===== src/design/sae_pkg.sv =====
// Package: sizes, opcodes, status codes and helpers for the sorted adjacency edge store.
`default_nettype none
package sae_pkg;
  localparam int MaxNodes   = 16;
  localparam int MaxDegree  = 8;
  localparam int WeightBits = 32;
  localparam int NodeW  = $clog2(MaxNodes);
  localparam int PosW   = $clog2(MaxDegree);
  localparam int DegW   = $clog2(MaxDegree + 1);
  localparam int AddrW  = NodeW + PosW;
  localparam int Slots  = MaxNodes * MaxDegree;
  localparam int ActW   = 5;
  localparam int CntW   = 8;

  localparam logic [1:0] OP_ADD = 2'd0;
  localparam logic [1:0] OP_UPD = 2'd1;
  localparam logic [1:0] OP_REM = 2'd2;
  localparam logic [1:0] OP_RD  = 2'd3;

  localparam logic [1:0] ST_OK    = 2'd0;
  localparam logic [1:0] ST_RANGE = 2'd1;
  localparam logic [1:0] ST_MISS  = 2'd2;
  localparam logic [1:0] ST_FULL  = 2'd3;

  localparam logic [0:0] REG_DIRECTED = 1'b0;
  localparam logic [0:0] REG_ACTIVE   = 1'b1;

  typedef logic signed [WeightBits-1:0] weight_t;

  typedef struct packed {
    logic [1:0]       op;
    logic [NodeW-1:0] src;
    logic [NodeW-1:0] tgt;
    weight_t          w;
    logic [PosW-1:0]  slot;
  } item_t;

  typedef struct packed {
    logic [1:0]       status;
    logic [CntW-1:0]  total;
    logic [3:0]       degree;
    logic             valid;
    logic [3:0]       nbr;
    logic [31:0]      weight;
  } result_t;

  function automatic weight_t clamp_in(input logic signed [31:0] v);
    weight_t r;
    logic signed [63:0] e;
    logic signed [63:0] mx;
    logic signed [63:0] mn;
    e  = 64'(v);
    mx = (64'sd1 <<< (WeightBits - 1)) - 64'sd1;
    mn = -mx - 64'sd1;
    if (e > mx) r = weight_t'(mx);
    else if (e < mn) r = weight_t'(mn);
    else r = weight_t'(e);
    return r;
  endfunction

  function automatic weight_t sat_add(input weight_t a, input weight_t b);
    logic signed [WeightBits:0] s;
    weight_t r;
    s = {a[WeightBits-1], a} + {b[WeightBits-1], b};
    if (s[WeightBits] != s[WeightBits-1])
      r = s[WeightBits] ? {1'b1, {(WeightBits-1){1'b0}}} : {1'b0, {(WeightBits-1){1'b1}}};
    else
      r = s[WeightBits-1:0];
    return r;
  endfunction
endpackage
`default_nettype wire


===== src/design/sae_stream_if.sv =====
// Valid/ready channel interface carrying one payload.
`default_nettype none
interface sae_stream_if #(parameter type T = logic) (input wire logic clk);
  logic valid;
  logic ready;
  T     data;
  modport source (output valid, output data, input ready);
  modport sink   (input valid, input data, output ready);
endinterface
`default_nettype wire


===== src/design/sorted_adjacency_edge_store.sv =====
// Top level of the sorted adjacency edge store.
// Use: item channel in_ch (sink) takes one operation: add, update weight,
// remove, or read a neighbor slot. Result channel out_ch (source) returns
// one result per item: status, edge count, list degree and read slot.
// Configuration: cfg_we/cfg_index/cfg_data write directed_mode (0) and
// active_nodes (1); write only while idle.
// Sequence: each list is scanned entry by entry, then a decide state, then each
// acted-on list is shifted entry by entry with a final write, then an output
// state. Each scanned or shifted entry takes an address phase and a data
// phase on the single-port list memories. A plain read returns the slot
// addressed while idle and scans no list.
// One item is worked on at a time.
// The result register frees the datapath: the next item is taken while a
// finished result still waits; a stalled receiver holds the result and
// blocks the next completion only.
// Reset: degrees, edge count, state, configuration and result valid clear at
// once; list memories are not cleared and need no sweep.
`default_nettype none
module sorted_adjacency_edge_store (
  input  wire logic        clk,
  input  wire logic        rst,
  sae_stream_if.sink       in_ch,
  sae_stream_if.source     out_ch,
  input  wire logic        cfg_we,
  input  wire logic        cfg_index,
  input  wire logic [4:0]  cfg_data
);
  import sae_pkg::*;
  logic directed;
  logic [4:0] active;
  logic [3:0] state;
  logic busy, start, scan_done, shift_done, two_lists, do_write, out_free, res_valid;
  result_t res;

  always_ff @(posedge clk) begin
    if (rst) begin
      directed <= 1'b0;
      active <= '0;
    end else if (cfg_we) begin
      if (cfg_index == REG_DIRECTED) directed <= cfg_data[0];
      else active <= cfg_data;
    end
  end

  assign in_ch.ready = !busy;
  assign start = in_ch.valid && !busy;

  sae_ctrl u_ctrl (
    .clk(clk), .rst(rst), .start(start), .scan_done(scan_done),
    .shift_done(shift_done), .two_lists(two_lists), .do_write(do_write),
    .out_free(out_free), .state(state), .busy(busy));

  sae_dp u_dp (
    .clk(clk), .rst(rst), .state(state), .start(start), .item(in_ch.data),
    .directed(directed), .active(active), .res_take(out_ch.ready && res_valid),
    .scan_done(scan_done), .shift_done(shift_done), .two_lists(two_lists),
    .do_write(do_write), .out_free(out_free), .res_valid(res_valid), .res(res));

  assign out_ch.valid = res_valid;
  assign out_ch.data  = res;
endmodule
`default_nettype wire


===== src/design/sae_ram.sv =====
// Generic single-port RAM with registered read.
`default_nettype none
module sae_ram #(
  parameter int Width = 8,
  parameter int Depth = 16
) (
  input  wire logic                     clk,
  input  wire logic                     we,
  input  wire logic [$clog2(Depth)-1:0] addr,
  input  wire logic [Width-1:0]         wdata,
  output logic [Width-1:0]              rdata
);
  logic [Width-1:0] mem [Depth];
  always_ff @(posedge clk) begin
    if (we) mem[addr] <= wdata;
    rdata <= mem[addr];
  end
endmodule
`default_nettype wire


===== src/design/sae_ctrl.sv =====
// Controller: sequences scans, shifts and writes for one operation.
`default_nettype none
module sae_ctrl (
  input  wire logic clk,
  input  wire logic rst,
  input  wire logic start,
  input  wire logic scan_done,
  input  wire logic shift_done,
  input  wire logic two_lists,
  input  wire logic do_write,
  input  wire logic out_free,
  output logic [3:0] state,
  output logic       busy
);
  import sae_pkg::*;
  localparam logic [3:0] S_IDLE  = 4'd0;
  localparam logic [3:0] S_SCAN0 = 4'd1;
  localparam logic [3:0] S_SCAN1 = 4'd2;
  localparam logic [3:0] S_DEC   = 4'd3;
  localparam logic [3:0] S_SH0   = 4'd4;
  localparam logic [3:0] S_SH1   = 4'd5;
  localparam logic [3:0] S_DONE  = 4'd6;
  logic [3:0] state_next;
  always_comb begin
    state_next = state;
    case (state)
      S_IDLE:  if (start) state_next = S_SCAN0;
      S_SCAN0: if (scan_done) state_next = two_lists ? S_SCAN1 : S_DEC;
      S_SCAN1: if (scan_done) state_next = S_DEC;
      S_DEC:   state_next = do_write ? S_SH0 : S_DONE;
      S_SH0:   if (shift_done) state_next = two_lists ? S_SH1 : S_DONE;
      S_SH1:   if (shift_done) state_next = S_DONE;
      S_DONE:  if (out_free) state_next = S_IDLE;
      default: state_next = S_IDLE;
    endcase
  end
  always_ff @(posedge clk) begin
    if (rst) state <= S_IDLE;
    else state <= state_next;
  end
  assign busy = (state != S_IDLE);
endmodule
`default_nettype wire


===== src/design/sae_dp.sv =====
// Datapath: list memories, degree table, scan and shift engine, result register.
`default_nettype none
module sae_dp (
  input  wire logic             clk,
  input  wire logic             rst,
  input  wire logic [3:0]       state,
  input  wire logic             start,
  input  wire sae_pkg::item_t   item,
  input  wire logic             directed,
  input  wire logic [4:0]       active,
  input  wire logic             res_take,
  output logic                  scan_done,
  output logic                  shift_done,
  output logic                  two_lists,
  output logic                  do_write,
  output logic                  out_free,
  output logic                  res_valid,
  output sae_pkg::result_t      res
);
  import sae_pkg::*;
  localparam logic [3:0] S_IDLE  = 4'd0;
  localparam logic [3:0] S_SCAN0 = 4'd1;
  localparam logic [3:0] S_SCAN1 = 4'd2;
  localparam logic [3:0] S_DEC   = 4'd3;
  localparam logic [3:0] S_SH0   = 4'd4;
  localparam logic [3:0] S_SH1   = 4'd5;
  localparam logic [3:0] S_DONE  = 4'd6;

  localparam logic [1:0] MODE_INS  = 2'd0;
  localparam logic [1:0] MODE_SET  = 2'd1;
  localparam logic [1:0] MODE_DEL  = 2'd2;
  localparam logic [1:0] MODE_NONE = 2'd3;

  item_t it;
  logic [DegW-1:0] deg [MaxNodes];
  logic [CntW-1:0] total;
  // scan state per list: pos found, hit flag
  logic [DegW-1:0] pos0, pos1;
  logic hit0, hit1, stop0, stop1;
  logic [DegW-1:0] cnt;
  logic ph;           // 0: address issued, 1: data back
  logic s_ok, t_ok, und;
  logic [1:0] mode;   // insert/merge, weight set, erase, none
  logic m0, m1;
  weight_t wsel;
  logic [1:0] stat;

  // read data for read op is captured right after the idle-state address
  logic [NodeW-1:0] rd_id;
  weight_t rd_w;
  logic was_idle;

  logic ram_we;
  logic [AddrW-1:0] ram_addr;
  logic [NodeW-1:0] ram_id_wd, ram_id_rd;
  weight_t ram_w_wd, ram_w_rd;

  sae_ram #(.Width(NodeW), .Depth(Slots)) u_ids (
    .clk(clk), .we(ram_we), .addr(ram_addr), .wdata(ram_id_wd), .rdata(ram_id_rd));
  sae_ram #(.Width(WeightBits), .Depth(Slots)) u_wts (
    .clk(clk), .we(ram_we), .addr(ram_addr), .wdata(ram_w_wd), .rdata(ram_w_rd));

  logic [4:0] lim;
  assign lim = (active > 5'(MaxNodes)) ? 5'(MaxNodes) : active;

  logic sec;  // second list (mirror) selected
  assign sec = (state == S_SCAN1) || (state == S_SH1);
  logic [NodeW-1:0] node, key;
  assign node = sec ? it.tgt : it.src;
  assign key  = sec ? it.src : it.tgt;
  logic [DegW-1:0] ndeg;
  assign ndeg = deg[node];
  logic [DegW-1:0] fpos;
  logic fhit;
  assign fpos = sec ? pos1 : pos0;
  assign fhit = sec ? hit1 : hit0;
  logic act;  // this list is acted on in shift phase
  assign act = sec ? m1 : m0;

  // shift phase: insert walks i from deg down to pos+1 (copy i-1 -> i) then writes pos;
  // erase walks i from pos to deg-2 (copy i+1 -> i); set writes pos.
  logic [DegW-1:0] rd_i, wr_i;
  logic wr_last;
  always_comb begin
    rd_i = cnt; wr_i = cnt; wr_last = 1'b0;
    if (state == S_SH0 || state == S_SH1) begin
      if (!act || mode == MODE_NONE) begin
        wr_last = 1'b1;
      end else if (mode == MODE_INS) begin
        rd_i = cnt - 1'b1;
        wr_last = (cnt == fpos);
      end else if (mode == MODE_DEL) begin
        rd_i = cnt + 1'b1;
        wr_last = (cnt + 1'b1 >= ndeg);
      end else begin
        wr_last = 1'b1;
      end
    end
  end

  weight_t neww;
  always_comb begin
    ram_we = 1'b0;
    ram_addr = {node, cnt[PosW-1:0]};
    ram_id_wd = ram_id_rd;
    ram_w_wd = ram_w_rd;
    neww = fhit ? sat_add(ram_w_rd, wsel) : wsel;
    if (state == S_IDLE) begin
      ram_addr = {item.src, item.slot};
    end else if (state == S_SH0 || state == S_SH1) begin
      if (act && mode != MODE_NONE) begin
        if (mode == MODE_SET || (mode == MODE_INS && cnt == fpos)) begin
          ram_addr = {node, fpos[PosW-1:0]};
          ram_we = ph;
          ram_id_wd = key;
          ram_w_wd = (mode == MODE_SET) ? wsel : neww;
        end else if (mode == MODE_DEL && cnt + 1'b1 >= ndeg) begin
          ram_we = 1'b0;
        end else begin
          ram_addr = ph ? {node, wr_i[PosW-1:0]} : {node, rd_i[PosW-1:0]};
          ram_we = ph;
        end
      end
    end
  end

  assign scan_done = (state == S_SCAN0 || state == S_SCAN1) &&
                     ((sec ? stop1 : stop0) || (ph && (ram_id_rd >= key || cnt + 1'b1 >= ndeg))
                      || ndeg == '0);
  assign shift_done = wr_last && (ph || !act || mode == MODE_NONE ||
                      (mode == MODE_DEL && cnt + 1'b1 >= ndeg));
  assign out_free = !res_valid || res_take;
  logic full0, full1;
  assign full0 = !hit0 && deg[it.src] >= DegW'(MaxDegree);
  assign full1 = und && it.src != it.tgt && !hit1 && deg[it.tgt] >= DegW'(MaxDegree);

  always_comb begin
    two_lists = 1'b0;
    if (state == S_SCAN0 || state == S_SCAN1) two_lists = und && it.op != OP_RD;
    else two_lists = m1;
    // decided from the scan results, valid while in S_DEC
    do_write = (it.op != OP_RD) && s_ok && t_ok &&
               ((it.op == OP_ADD) ? !(full0 || full1) : hit0);
  end

  always_ff @(posedge clk) begin
    if (rst) begin
      for (int i = 0; i < MaxNodes; i++) deg[i] <= '0;
      total <= '0;
      res_valid <= 1'b0;
      ph <= 1'b0; cnt <= '0;
    end else begin
      if (state == S_DONE && out_free) res_valid <= 1'b1;
      else if (res_take) res_valid <= 1'b0;
      case (state)
        S_IDLE: begin
          if (start) begin
            it <= item;
            wsel <= clamp_in(item.w);
            s_ok <= 5'(item.src) < lim;
            t_ok <= 5'(item.tgt) < lim;
            und <= !directed;
            pos0 <= '0; pos1 <= '0; hit0 <= 1'b0; hit1 <= 1'b0;
            stop0 <= 1'b0; stop1 <= 1'b0;
            cnt <= '0; ph <= 1'b0;
          end
        end
        S_SCAN0, S_SCAN1: begin
          if (it.op == OP_RD || ndeg == '0) begin
            if (sec) stop1 <= 1'b1; else stop0 <= 1'b1;
            if (sec) pos1 <= '0; else pos0 <= '0;
            cnt <= '0; ph <= 1'b0;
          end else if (!ph) begin
            ph <= 1'b1;
          end else begin
            if (ram_id_rd >= key || cnt + 1'b1 >= ndeg) begin
              if (sec) begin
                pos1 <= (ram_id_rd >= key) ? cnt : cnt + 1'b1;
                hit1 <= ram_id_rd == key;
              end else begin
                pos0 <= (ram_id_rd >= key) ? cnt : cnt + 1'b1;
                hit0 <= ram_id_rd == key;
              end
              cnt <= '0;
            end else begin
              cnt <= cnt + 1'b1;
            end
            ph <= 1'b0;
          end
        end
        S_DEC: begin
          m0 <= 1'b0; m1 <= 1'b0; mode <= MODE_NONE; stat <= ST_OK;
          if (it.op == OP_RD) begin
            stat <= s_ok ? ST_OK : ST_RANGE;
          end else if (!s_ok || !t_ok) begin
            stat <= ST_RANGE;
          end else if (it.op == OP_ADD) begin
            if (full0 || full1) stat <= ST_FULL;
            else begin
              // insert or merge; merge uses same write slot with sat add
              mode <= MODE_INS; m0 <= 1'b1; m1 <= und;
              if (!hit0 && total != 8'hFF) total <= total + 1'b1;
            end
          end else if (!hit0) begin
            stat <= ST_MISS;
          end else if (it.op == OP_UPD) begin
            mode <= MODE_SET; m0 <= 1'b1; m1 <= und && hit1;
          end else begin
            mode <= MODE_DEL; m0 <= 1'b1; m1 <= und && hit1 && it.src != it.tgt;
            if (total != '0) total <= total - 1'b1;
          end
          cnt <= (it.op == OP_REM) ? pos0 : (hit0 ? pos0 : deg[it.src]);
          ph <= 1'b0;
        end
        S_SH0, S_SH1: begin
          if (shift_done) begin
            // degree bookkeeping for this list
            if (act && mode == MODE_INS && !fhit) deg[node] <= ndeg + 1'b1;
            if (act && mode == MODE_DEL) deg[node] <= ndeg - 1'b1;
            // undirected self-loop: second merge on the same list
            if (!sec && m1 && mode == MODE_INS && it.src == it.tgt) begin
              hit1 <= 1'b1; pos1 <= pos0;
            end
            if (!sec) begin
              if (mode == MODE_DEL) cnt <= pos1;
              else if (mode == MODE_INS) cnt <= (it.src == it.tgt) ? pos0 :
                                                (hit1 ? pos1 : deg[it.tgt]);
              else cnt <= pos1;
            end
            ph <= 1'b0;
          end else if (!ph) begin
            ph <= 1'b1;
          end else begin
            ph <= 1'b0;
            if (mode == MODE_INS && cnt != fpos) cnt <= cnt - 1'b1;
            else if (mode == MODE_DEL) cnt <= cnt + 1'b1;
          end
        end
        S_DONE: begin
          if (out_free) begin
            res.status <= stat;
            res.total <= total;
            res.degree <= s_ok ? 4'(deg[it.src]) : 4'd0;
            res.valid <= 1'b0; res.nbr <= '0; res.weight <= '0;
            if (it.op == OP_RD && s_ok && DegW'(it.slot) < deg[it.src]) begin
              res.valid <= 1'b1;
              res.nbr <= 4'(rd_id);
              res.weight <= 32'(rd_w);
            end
          end
        end
        default: ;
      endcase
    end
  end

  always_ff @(posedge clk) begin
    if (rst) was_idle <= 1'b0;
    else was_idle <= (state == S_IDLE) && start;
    if (was_idle) begin
      rd_id <= ram_id_rd;
      rd_w <= ram_w_rd;
    end
  end
endmodule
`default_nettype wire


===== src/flat_wrapper.sv =====
// flat-port wrapper written by rule: the top's interface ports become plain ports
module sorted_adjacency_edge_store_flat import sae_pkg::*;
  (clk, rst, cfg_we, cfg_index, cfg_data, in_ch_valid, in_ch_data, in_ch_ready, out_ch_valid, out_ch_data, out_ch_ready);
  sae_stream_if in_ch_i (.clk(clk));
  sae_stream_if out_ch_i (.clk(clk));
  input  wire logic clk;
  input  wire logic rst;
  input  wire logic cfg_we;
  input  wire logic cfg_index;
  input  wire logic [4:0] cfg_data;
  input wire logic [$bits(in_ch_i.valid)-1:0] in_ch_valid;
  input wire logic [$bits(in_ch_i.data)-1:0] in_ch_data;
  output wire logic [$bits(in_ch_i.ready)-1:0] in_ch_ready;
  output wire logic [$bits(out_ch_i.valid)-1:0] out_ch_valid;
  output wire logic [$bits(out_ch_i.data)-1:0] out_ch_data;
  input wire logic [$bits(out_ch_i.ready)-1:0] out_ch_ready;
  assign in_ch_i.valid = in_ch_valid;
  assign in_ch_i.data = in_ch_data;
  assign in_ch_ready = in_ch_i.ready;
  assign out_ch_valid = out_ch_i.valid;
  assign out_ch_data = out_ch_i.data;
  assign out_ch_i.ready = out_ch_ready;
  sorted_adjacency_edge_store u_core (.clk(clk), .rst(rst), .in_ch(in_ch_i), .out_ch(out_ch_i), .cfg_we(cfg_we), .cfg_index(cfg_index), .cfg_data(cfg_data));
endmodule

===== config.mk =====
export PLATFORM = sky130hd
export DESIGN_NAME = sorted_adjacency_edge_store_flat
export DESIGN_NICKNAME = d
export VERILOG_FILES = /design/src/design/sae_pkg.sv /design/src/design/sae_stream_if.sv /design/src/design/sorted_adjacency_edge_store.sv /design/src/design/sae_ram.sv /design/src/design/sae_ctrl.sv /design/src/design/sae_dp.sv /design/src/flat_wrapper.sv
export SDC_FILE = /design/constraint.sdc
export NUM_CORES = 1
export LEC_CHECK = 0
export BUFFER_PORTS_ARGS = -buffer_cell sky130_fd_sc_hd__clkbuf_2
export CORE_AREA = 10 10 80 150
export CTS_CLUSTER_SIZE = 8
export DETAILED_ROUTE_END_ITERATION = 10
export DIE_AREA = 0 0 90 160
export PLACE_DENSITY_LB_ADDON = 0.25
export SYNTH_ARGS = -nofsm -noshare
export SYNTH_HDL_FRONTEND = slang
export SYNTH_MEMORY_MAX_BITS = 65536
export SYNTH_SLANG_ARGS = --single-unit

===== constraint.sdc =====
create_clock -name clk -period 4.05 [get_ports clk]
set_input_delay 0.81 -clock clk [delete_from_list [all_inputs] [get_ports clk]]
set_output_delay 0.81 -clock clk [all_outputs]
set_load 0.005 [all_outputs]

* Word-level counts from Yosys, hierarchy flattened
Memory sizes are Yosys's and may differ from the RTL's. A register that Yosys moved wholly into a read port is not among the register bits.
Cells that the tools add are included.
** Word-level totals
- Flip-flop bits (word level) :: 34
- Memory bits (writable) :: 576
- Logic and storage cells :: 237
- Input bits :: 12
- Memories :: 2
** Memories
- u_core.u_dp.u_ids.mem :: words 128, width 4, read ports 1, clocked after memory_dff 1, wr ports 1, line sae_ram.sv:13 : logic [Width-1:0] mem [Depth];
- u_core.u_dp.deg :: words 16, width 4, read ports 1, clocked after memory_dff 0, wr ports 16, line sae_dp.sv:35 : logic [DegW-1:0] deg [MaxNodes];
** Cells by class
- Order comparisons :: 5
- Multiplexer cells :: 108
- Equality and inequality tests :: 34
- Reductions and logical operators :: 62
- $add $sub $neg :: 4
- Bitwise logic cells :: 5
** Operators by type and width (number)
- $mux 4 :: 38
- $mux 1 :: 49
- $pmux 4 s7 :: 1
- $mux 3 :: 8
- $ne 3x3->1 const B :: 7
- $ne 2x2->1 const B :: 10
- $reduce_and 9->1 :: 2
- $logic_and 1x1->1 :: 17
- $pmux 4 s4 :: 1
- $reduce_and 5->1 :: 3
- $reduce_and 7->1 :: 2
- $eq 4x3->1 const B :: 3
- $logic_not 4->1 :: 3
- $logic_or 1x1->1 :: 12
- $pmux 4 s3 :: 1
- $ne 2x1->1 const B :: 5
- $add 4x1->4 const B :: 2
- $eq 4x2->1 const B :: 2
- $logic_not 1->1 :: 8
- $pmux 4 s2 :: 1
- $reduce_and 2->1 :: 4
- $reduce_bool 4->1 :: 2
- $sub 4x1->4 const B :: 2
- $mux 2 :: 3
- 23 further kinds :: 32

* Logic depth before layout (Yosys ltp)
- Word-level depth :: 14
- Gate-level depth with buffers :: 12
- Depth with buffers taken out :: 9

* Cells and area by module
From an unflattened synthesis, not the netlist that was laid out.
** Second synthesis, totals
- Cell total of the unflattened synthesis :: 11637
- Area, all modules :: 193200.3 um2
** Modules (own cells, without submodules)
- sae_ram at u_core.u_dp.u_wts :: times used 1, cells an instance 8954, area an instance 157257.1 um2, sequential area each 123638.6 um2
- sae_ram at u_core.u_dp.u_ids :: times used 1, cells an instance 1281, area an instance 20621.0 um2, sequential area each 15454.8 um2
- sae_dp :: times used 1, cells an instance 1340, area an instance 14759.2 um2, sequential area each 6976.7 um2
- sorted_adjacency_edge_store :: times used 1, cells an instance 31, area an instance 299.0 um2, sequential area each 120.1 um2
- sae_ctrl :: times used 1, cells an instance 31, area an instance 264.0 um2, sequential area each 60.1 um2

* Worst setup path after synthesis
OpenSTA, ideal clock, no wires.
- Kind :: reg2reg
- Start point :: reg u_core.u_ctrl.state[1]
- End point :: mem u_core.u_dp.u_ids.mem[7][0] (netlist name), enable pin
- Clock period less this slack :: 3.083 ns
- Buffers on the path :: 2
- Stages on the path, launching flop included :: 11
- Library setup time :: 0.377 ns
- Arrival :: 2.706 ns
- Path slack :: 0.967 ns
- Required time :: 3.673 ns
- Cell sequence :: dfxtp_1 > or3b_4 > a21oi_1 > or3_1 > nand4_2 > or4_1 > buf_2 > buf_6 > nand2_1 > o311ai_1 > nor4_1
** Between the ends
- Word-level cells in the longest chain between the ends :: 12
- Elaborated cells on any way between the ends :: 27
- Those cells by class :: eq/ne (4); mux (15); reduce/logical (8)
** RTL lines
- start: declaration :: line sae_ctrl.sv:12 : output logic [3:0] state,
- start signal: assignment :: line sae_ctrl.sv:39 : else state <= state_next;
- $eq 4x2->1 / $eq 4x3->1 (equally long branches) :: line sae_dp.sv:67, sae_dp.sv:86, sae_dp.sv:110
- $logic_or 1x1->1 :: line sae_dp.sv:67 : assign sec = (state == S_SCAN1) || (state == S_SH1);
- $mux 4 / $mux 1 (equally long branches) :: line sae_dp.sv:75, sae_dp.sv:78
- $eq 4x4->1 / $logic_not 1->1 (equally long branches) :: line sae_dp.sv:112, sae_dp.sv:87
- $logic_and 1x1->1 / $logic_or 1x1->1 (equally long branches) :: line sae_dp.sv:112, sae_dp.sv:87
- $logic_or 1x1->1 / $mux 3 (equally long branches) :: line sae_dp.sv:112, sae_dp.sv:87
- $mux 1 / $mux 3 (equally long branches) :: line sae_dp.sv:112, sae_dp.sv:120
- $mux 1 / $mux 3 (equally long branches) :: line sae_dp.sv:111, sae_dp.sv:117
- $mux 1 / $mux 3 (equally long branches) :: line sae_dp.sv:110, sae_dp.sv:112
- $mux 1 / $mux 3 (equally long branches) :: line sae_dp.sv:108, sae_dp.sv:111
- $mux 1 / $mux 3 (equally long branches) :: line sae_ram.sv:15, sae_dp.sv:110
- $mux 1 (not written as such) / $mux 3 (equally long branches) :: line sae_ram.sv:15, sae_dp.sv:108
- end: declaration :: line sae_ram.sv:13
Parallel ways exist; a longest one is shown, timed or not.

* Worst setup path in the final report
- Start point :: reg u_core.u_ctrl.state[1]
- End point :: reg u_core.u_dp.u_ids.rdata[0], read port of u_core.u_dp.u_ids.mem
** Between the ends
- Word-level cells in the longest chain between the ends :: 12
- Elaborated cells on any way between the ends :: 21
- Those cells by class :: eq/ne (4); mux (9); reduce/logical (8)
** RTL lines
- $eq 4x2->1 / $eq 4x3->1 (equally long branches) :: line sae_dp.sv:67, sae_dp.sv:86, sae_dp.sv:110
- $logic_or 1x1->1 :: line sae_dp.sv:67
- $mux 1 :: line sae_dp.sv:78 : assign act = sec ? m1 : m0;
- $logic_not 1->1 :: line sae_dp.sv:87 : if (!act || mode == MODE_NONE) begin
- $logic_or 1x1->1 :: line sae_dp.sv:87
- $mux 3 :: line sae_dp.sv:87
- $mux 3 :: line sae_dp.sv:120 : ram_addr = ph ? {node, wr_i[PosW-1:0]} : {node, rd_i[PosW-1:0]};
- $mux 3 :: line sae_dp.sv:117 : end else if (mode == MODE_DEL && cnt + 1'b1 >= ndeg) begin
- $mux 3 :: line sae_dp.sv:112 : if (mode == MODE_SET || (mode == MODE_INS && cnt == fpos)) begin
- $mux 3 :: line sae_dp.sv:111 : if (act && mode != MODE_NONE) begin
- $mux 3 :: line sae_dp.sv:110 : end else if (state == S_SH0 || state == S_SH1) begin
- $mux 3 * :: line sae_dp.sv:108 : if (state == S_IDLE) begin
- end: declaration :: line sae_ram.sv:11 : output logic [Width-1:0] rdata
Every way passes the cells marked *; elsewhere a longest branch is shown, timed or not.
A chain may end at the register's enable or synchronous reset.

==> results.txt <==
antenna violations before repair = 0
share of cells above drive strength 1 = 0.152
total number of vias = 3579
Pre-antenna DRT Iters = 6
period utilisation layout = 0.902
Hold Fails Final Rpt = 0
CP most frequent cell = buf_4
Seq cells post-synth = 72
Max-Cap Viols = 0
Max Slew Vio Count = 0
switching power = 0.00141 W
largest stage delay on the critical path = 0.70 ns
final setup margin = 0.398 ns
PD cells = 715 nW/um^2
Tmin final = 3.65 ns
dpl hpwl = 9840 um
clock sink count = 72
first-pass GRT wire length = 19900 um
Critical Path, Cell by Cell = or3b_4, nor2_1, or4_4, nand4_1, buf_4, nor4_2, buf_4, o31ai_1, a2111oi_0, or4b_1
number of synthesized flops with an enable pin = 53
post-route cell area = 4660 um^2
Crit path max-delay family = simple AND/OR/NAND/NOR gates
Clk pwr share = 0.236
DRT iter0 DRCs = 224
Synth area leaders = edfxtp_1 38%, dfxtp_1 9.1%, o31ai_1 3.6%, a21oi_1 3.5%, nand4_1 2.9%
Max clock buf depth = 2
Syn Nets = 438
Clock Latency Late Sink = 0.34 ns
Slew HR = 0.374
Critical path buffers and inverters = 2
RSZ-0062 raised after global routing = false
I/O pin count = 15
Post-DRT Antenna Nets = 0
CTS root buffer = clkbuf_16
Area after DPL = 4370 um^2
P_leak = 1.66 nW
Top FF cell, synth = edfxtp_1
post-synthesis async set-or-reset flop share = 0
htree depth = 3
Internal = 0.00192 W
port bufs = 13
fmax = 274 MHz
outcome = finished clean
biggest area consumer among synthesized cells = edfxtp_1
synthesis warning total = 0
setup TNS = 0 ns
Clk pin slew, worst setup/hold paths = 0.06 ns
post-CTS setup buffers = 0
Crit Path Category = reg2reg
power consumption = 0.00333 W
switching part of the total power = 0.424
vias in the first global route = 3745
die outline area = 14400 um^2
largest net degree at the start of global routing = 20
CTS Buf Count = 9
post-synth top area share = 0.382
Seq/Total Area, Yosys = 0.473
Worst path slowest cell = nor4_2
worst min path class = reg2reg
pre-CTS WS = 0.458 ns
DRC viols = 0
Die Height = 160 um
post-cts gate resize count = 0
final core occ = 0.484
TritonCTS clock tree = built
chip width = 90 um
clock skew = 0.00578 ns
average wire per standard cell = 22.5 um
Cells after Synth = 423
crit-path max FO = 17
final net count = 445
Ant. Diodes = 0
Post-CTS Hold Fix Bufs = 0
Worst-Margin Slew = 0.932 ns
Max rail drop VDD = 0.433 mV
final WL = 12800 um
synthesis-to-layout area growth = 11.9%
Crit path required time = 4.33 ns
Seq pwr share = 0.336
Worst setup SP type = flop
CP endpoint kind = flop
GRT Residual Overflow = 0
FP Rows = 51
GP Congestion = 0.955
Yosys cell types = 67
total track usage = 0.179
endpoints failing setup = 0
mapped cell area = 4170 um^2
core box area = 9640 um^2
Starting Density = 0.433
Vias/cell = 6.31
Syn Area/Cell = 9.86 um^2
combinational share of power = 0.428
CP arrival = 3.93 ns
==> cells by family (layout without fill, tap and decap cells) <==
family                   Yosys count  after routing  synth area share
other                              1              1          0.000899
AND/OR/NAND/NOR                  157            157             0.218
multiplexers                       7              7            0.0168
adder cells (fa/ha/maj)            3              3           0.00900
AO/OA/AOI/OAI                    127            127             0.221
flip-flops                        72             72             0.473
XOR/XNOR                           3              3           0.00630
buffers and inverters             53             65            0.0555
==> metal layers <==
layer | global-route usage | wire (um)
met1 | 0.153 | 4070
met2 | 0.344 | 7190
met3 | 0.0347 | 542
met4 | 0.146 | 950
met5 | 0 | 0
==> registers in the layout, indices dropped and copies added, names as in the netlist, 3 cells and up <==
name	flops
u_core.u_dp.pos1	4
u_core.u_dp.pos0	4
u_core.active	5
u_core.u_dp.deg	4
u_core.u_dp.cnt	4
u_core.u_dp.u_ids.rdata	4
u_core.u_ctrl.state	3
u_core.u_dp.u_ids.mem	32
==> cells in the final DEF (no fill, tap or decap), types with 7 or more instances in the layout <==
cell type	count
nand3_1	10
o31ai_1	20
or3_1	8
nor4_1	8
buf_4	17
clkbuf_2	13
clkbuf_16	9
nor2_1	18
o21ai_0	14
mux2i_1	7
a2111oi_0	10
nand2_1	27
a21oi_1	29
inv_1	18
and2_1	9
nor3_1	12
nor2b_1	8
edfxtp_1	53
dfxtp_1	19
nand4_1	19
==> synthesized netlist by cell type, types with 4 or more instances <==
| cell | n |
|---|---|
| edfxtp_1 | 53 |
| a21oi_1 | 29 |
| nand2_1 | 27 |
| o31ai_1 | 20 |
| dfxtp_1 | 19 |
| nand4_1 | 19 |
| inv_1 | 18 |
| nor2_1 | 18 |
| clkbuf_1 | 17 |
| o21ai_0 | 14 |
| nor3_1 | 12 |
| a2111oi_0 | 10 |
| buf_2 | 10 |
| nand3_1 | 10 |
| and2_1 | 9 |
| nor2b_1 | 8 |
| nor4_1 | 8 |
| or3_1 | 8 |
| mux2i_1 | 7 |
| a31oi_1 | 6 |
| and3_1 | 6 |
| nand2b_1 | 6 |
| a21o_1 | 5 |
| a221oi_1 | 5 |
| a2111o_1 | 4 |
| and4_1 | 4 |
| o32ai_1 | 4 |
| or4b_1 | 4 |
==> stage by stage <==
stage               hold WS, ns  cells
floorplan                 0.433    423
finish                    0.454    567
global route              0.472    567
global placement          0.444    551
detailed placement        0.448    551
CTS                       0.457    567
==> worst reg2reg max path, cell delays in order, from the launching register on <==
cell and delay [ns]:
dfxtp_1 0.63, or3b_4 0.49, nor2_1 0.21, or4_4 0.18, nand4_1 0.08, buf_4 0.21, nor4_2 0.71, buf_4 0.30
o31ai_1 0.11, a2111oi_0 0.49, or4b_1 0.20
==> area by class of cell <==
type	count	area, um^2
well taps	132	165
repair buffers	30	193
inverters	19	71.3
multi-input cells	298	1970
clock inverters	7	72.6
fillers	902	4970
flip-flops and latches	72	1970
clock buffers	9	225
==> path summary, 6_finish.rpt <==
kind	start	to	slack, ns	depth (start not counted)
min reg2reg	u_core.active[1]$_SDFFE_PP0P_	u_core.active[1]$_SDFFE_PP0P_	0.45	2
max reg2reg	u_core.u_ctrl.state[1]$_SDFFE_PP0P_	u_core.u_dp.u_ids.rdata[0]$_DFF_P_	0.40	10
max	u_core.u_ctrl.state[1]$_SDFFE_PP0P_	u_core.u_dp.u_ids.rdata[0]$_DFF_P_	0.40	10
min	u_core.active[1]$_SDFFE_PP0P_	u_core.active[1]$_SDFFE_PP0P_	0.45	2
==> power by group through the flow <==
stage          clock, W  sequential, W  combinational, W
2_1_floorplan         0        0.00102           0.00107
3_3_place_gp          0        0.00112           0.00138
3_5_place_dp          0        0.00112           0.00140
4_1_cts        0.000796        0.00111           0.00140
5_1_grt        0.000819        0.00113           0.00157
6_report       0.000787        0.00112           0.00143
No activity file was read; power rests on OpenSTA's default activity.
